==> config.mk <==
export PLATFORM = sky130hd
export DESIGN_NAME = bard_cmp
export DESIGN_NICKNAME = d
export VERILOG_FILES = /design/src/design/bard_cmp.sv
export SDC_FILE = /design/constraint.sdc
export NUM_CORES = 1
export LEC_CHECK = 0
export ABC_CLOCK_PERIOD_IN_PS = 3340
export BUFFER_PORTS_ARGS = -buffer_cell sky130_fd_sc_hd__buf_2
export CAP_MARGIN = 5
export CORE_MARGIN = 2
export CORE_UTILIZATION = 40
export DETAILED_ROUTE_END_ITERATION = 10
export PLACE_DENSITY = 0.72
export SLEW_MARGIN = 20
export SYNTH_ARGS = -nofsm -noshare
export SYNTH_HDL_FRONTEND = slang
export SYNTH_SLANG_ARGS = --single-unit
==> constraint.sdc <==
create_clock -name vclk -period 3.34
set_input_delay 0 -clock vclk [all_inputs]
set_output_delay 0 -clock vclk [all_outputs]
set_load 0.05 [all_outputs]
==> src/design/bard_cmp.sv <==
// Shared range compare and offset subtract unit.
`timescale 1ns / 1ps

module bard_cmp
#(
    parameter int ADDR_BITS = 16
)
(
    input  logic [ADDR_BITS-1:0] addr,
    input  logic [ADDR_BITS-1:0] lo,
    input  logic [ADDR_BITS-1:0] hi,
    output logic                 in_range,
    output logic [ADDR_BITS-1:0] offset
);

    // Check lo <= addr <= hi and take the distance from lo
    always_comb
    begin
        in_range = (addr >= lo) && (addr <= hi);
        offset   = addr - lo;
    end

endmodule

# Word-level counts from Yosys, hierarchy flattened
# Cells that the tools add are included.
# word_totals
regBits	0
output_inout_bits	17
input_bits	48
word_cells	4
# op_classes
n_lt_le_gt_ge	2
add_sub_neg	1
reduce_logical	1
# ops
operator	count
>= comparator 16 bit	1
less-or-equal comparator 16 bit	1
subtractor 16 bit	1
logical AND 1 bit	1

# Longest topological paths before layout
# logic_depth
word_depth	2
mapped_depth	9
depth_no_buf	9

# Worst setup path before layout
# Ideal clock, no wire load.
# synth_path
path_kind	in2out
startpoint	input addr[0]
endpoint	output in_range
arrival_ps	2295
slack_ps	1045
path_buffers	0
required_time_ps	3340
path_stages	9
path_cell_list	inv_1 > ha_1 > fa_1 > nor2b_4 > o31a_4 > o21ai_4 > o21ai_1 > a31oi_1 > nor3_1
# synth_via
elab_chain_len	2
word_cells_on_any_way	3
cone_classes	order compare: 2; reduce/logical: 1
# synth_rtl
item	line_no	text
start, declared	9	input logic [ADDR_BITS-1:0] addr,
>= comparator 16 bit or less-or-equal comparator 16 bit (tied branches)	19	in_range = (addr >= lo) && (addr <= hi);
logical AND 1 bit *	19	
end, declared	12	output logic in_range,
# Every way passes the cells marked *; elsewhere a longest branch is shown, timed or not.

# Final worst setup path
# layout_path
startpoint	input addr[0]
endpoint	output offset[14]
# layout_via
elab_chain_len	1
# layout_rtl
item	line_no	text
subtractor 16 bit	20	offset = addr - lo;
end, declared	13	output logic [ADDR_BITS-1:0] offset
# Every way passes these cells.

==> qor_table.md <==
| Parameter | Value |
|---|---|
| Post-route minimum period | 1.978 ns |
| Drt initial violations | 22 |
| Area enclosed by the die boundary | 0.003534 mm² |
| Placer Congestion | 0.8728 |
| Cells after Synth | 178 |
| Power density relative to cell area | 264.4 mW/mm² |
| Leakage dissipation | 0.9252 nW |
| Count of vias placed by the detailed router | 1355 |
| Number of max-cap violations | 0 |
| Fin cells | 275 |
| Synth Net Count | 259 |
| Number of routed nets with antenna violations | 0 |
| Cell with the most instances after synthesis | sky130_fd_sc_hd__inv_1 |
| Area added between synthesis and finish | 29.50% |
| Hold-fix buffers at CTS | 0 |
| Max_slew headroom | 81.35% |
| Total routing usage reported by global routing | 17.05% |
| Cell-by-cell listing of the critical path | buf_2, inv_1, ha_1, fa_1, nor2b_4, o31a_4, o21ai_4, nor2_2, a311oi_2, xnor2_1, buf_2 |
| Most used standard cells in the synthesized netlist | 35 x sky130_fd_sc_hd__inv_1, 32 x sky130_fd_sc_hd__ha_1, 18 x sky130_fd_sc_hd__a21oi_1, 14 x sky130_fd_sc_hd__nor2_1, 9 x sky130_fd_sc_hd__xnor2_1 |
| Final HPWL DP | 2814 µm |
| Setup total negative slack | 0 ns |
| Total Routed Length | 3078 µm |
| CTS resizes | 0 |
| Startpoint type of the worst setup path | input port |
| Antenna violations before repair | 0 |
| Type of the setup path with the least slack | input port to output pin |
| Critical Path Fanout Max | 4 |
| Library cell with the largest summed area after synthesis | sky130_fd_sc_hd__ha_1 |
| Remaining global-route overflow | 0 |
| Post-detailed-route wirelength per cell | 11.19 µm |
| Setup Viol. Count Final | 0 |
| Syn avg cell area | 6.910 µm² |
| Die outline width | 59.45 µm |
| FF+latch area | 0 µm² |
| Sequential share of the synthesized area | 0% |
| Worst path most repeated cell | sky130_fd_sc_hd__buf_2 |
| Post CTS Setup Buffer Count | 0 |
| Detail-routed via count per cell | 4.927 |
| Share of Yosys cell area claimed by the top area cell type | 32.55% |
| Type of the tightest min-delay check | input port to output pin |
| Global-route wire length before repair | 4912 µm |
| Highest Clock Rate | 505.7 MHz |
| Worst path arrival time | 1.98 ns |
| Largest stage delay on the critical path | 0.30 ns |
| Count of boundary I/O pins | 65 |
| Library cell contributing the largest single delay on the critical path | sky130_fd_sc_hd__o31a_4 |
| Length of the first detailed-routing pass in iterations | 4 |
| Synth warnings | 0 |
| Dpl cell area | 0.001593 mm² |
| Post-synthesis cell type count | 36 |
| Number of hold violations in the final report | 0 |
| Setup repair after global routing missed its margin | no |
| Final-stage net count | 325 |
| Largest vdd supply drop | 0.1247 mV |
| Share of cells above drive strength 1 | 30.17% |
| Count of filler cells inserted in the layout | 296 |
| Crit end category | output pin |
| Fin Hold WS | 0.4354 ns |
| I/O Buffers | 65 |
| Final Cell Area | 0.001593 mm² |
| # clk buffers | 0 |
| Cell Area, Synth | 0.001230 mm² |
| Maximum number of pins on one net before global-route repair | 8 |
| Count of antenna diodes in the layout | 0 |
| Number of instances in the placed design | 275 |
| Sequential cells | 0 |
| Run status | finished clean |
| Fin crit share | 59.21% |
| Site Rows | 20 |
| Starting utilization of the core area | 41.30% |
| Placeable core region | 0.002978 mm² |
| Via count of the first global-routing pass | 1217 |
| Data required time of the critical path | 3.34 ns |
| Pins over their slew limit | 0 |
| Post-route DRC | 0 |
| Die Span Y | 59.45 µm |
| Synth top area cells | sky130_fd_sc_hd__ha_1 33%, sky130_fd_sc_hd__inv_1 11%, sky130_fd_sc_hd__a21oi_1 7.3% |
| Transition time at the pin with the least slew margin | 0.2767 ns |
worst max-delay path, delay by kind of cell:
| family | cells | cell delay, ns |
|---|---|---|
| buffers and inverters | 3 | 0.44 |
| AND/OR/NAND/NOR | 2 | 0.14 |
| adder cells (fa/ha/maj) | 2 | 0.44 |
| AO/OA/AOI/OAI | 3 | 0.80 |
| XOR/XNOR | 1 | 0.16 |
report_power, final:
| part | switching, mW | internal (mW) |
|---|---|---|
| Combinational | 0.281 | 0.140 |
| Sequential | 0 | 0 |
| Clock | 0 | 0 |
per-stage QoR:
step / util [%] / setup slack, ns / total power, mW
2_1_floorplan: - / 1.045 / 0.3204
3_3_place_gp: 53.49 / 1.440 / 0.4196
3_5_place_dp: 53.49 / 1.355 / 0.4214
4_1_cts: 53.49 / 1.350 / 0.4232
5_1_grt: 53.49 / 1.246 / 0.4558
6_report: 53.49 / 1.362 / 0.4212
layout by cell type (no fill, tap or decap), drive strengths merged:
cell type | Yosys | routed
o211ai | 1 | 1
nand3 | 4 | 4
nand4 | 6 | 6
ha | 32 | 32
a211o | 1 | 1
o22ai | 2 | 2
nor2b | 6 | 6
or2 | 1 | 1
o31ai | 1 | 1
nand2 | 8 | 8
o21ai | 12 | 12
buf | 0 | 65
inv | 35 | 35
a21o | 2 | 2
fa | 1 | 1
a211oi | 1 | 1
o41ai | 1 | 1
nand3b | 1 | 1
nor3 | 4 | 4
o31a | 2 | 2
a311oi | 1 | 1
a31oi | 3 | 3
nor2 | 15 | 15
nor4 | 1 | 1
xnor2 | 9 | 9
a21oi | 18 | 18
and3 | 2 | 2
o21a | 5 | 5
o21bai | 1 | 1
xor2 | 1 | 1
path summary, 6_finish.rpt:
path     from    endpoint  slack, ns  depth (start not counted)
max   addr[0]  offset[14]       1.36                         11
min     lo[0]   offset[0]       0.44                          4
per-layer routing:
layer / track usage [%] / share of wire [%]
met3: 1.092 / 6.5
met1: 23.15 / 46
met4: 0 / 0
met5: 0 / 0
met2: 31.08 / 47
layout make-up:
class | instances | area, µm² | area share [%]
Tap cell | 33 | 41.29 | 2.592
Inverter | 35 | 131.4 | 8.248
Timing Repair Buffer | 65 | 325.3 | 20.42
Multi-Input combinational cell | 142 | 1095 | 68.74
kinds of logic after synthesis:
| family | synth area share (%) |
|---|---|
| adders and majority gates | 34.18 |
| xor gates and xnor gates | 7.122 |
| AOI/OAI and AO/OA | 27.88 |
| and+or+nand+nor | 19.84 |
| buffers and inverters | 10.99 |
(Power assumes the default switching activity.)
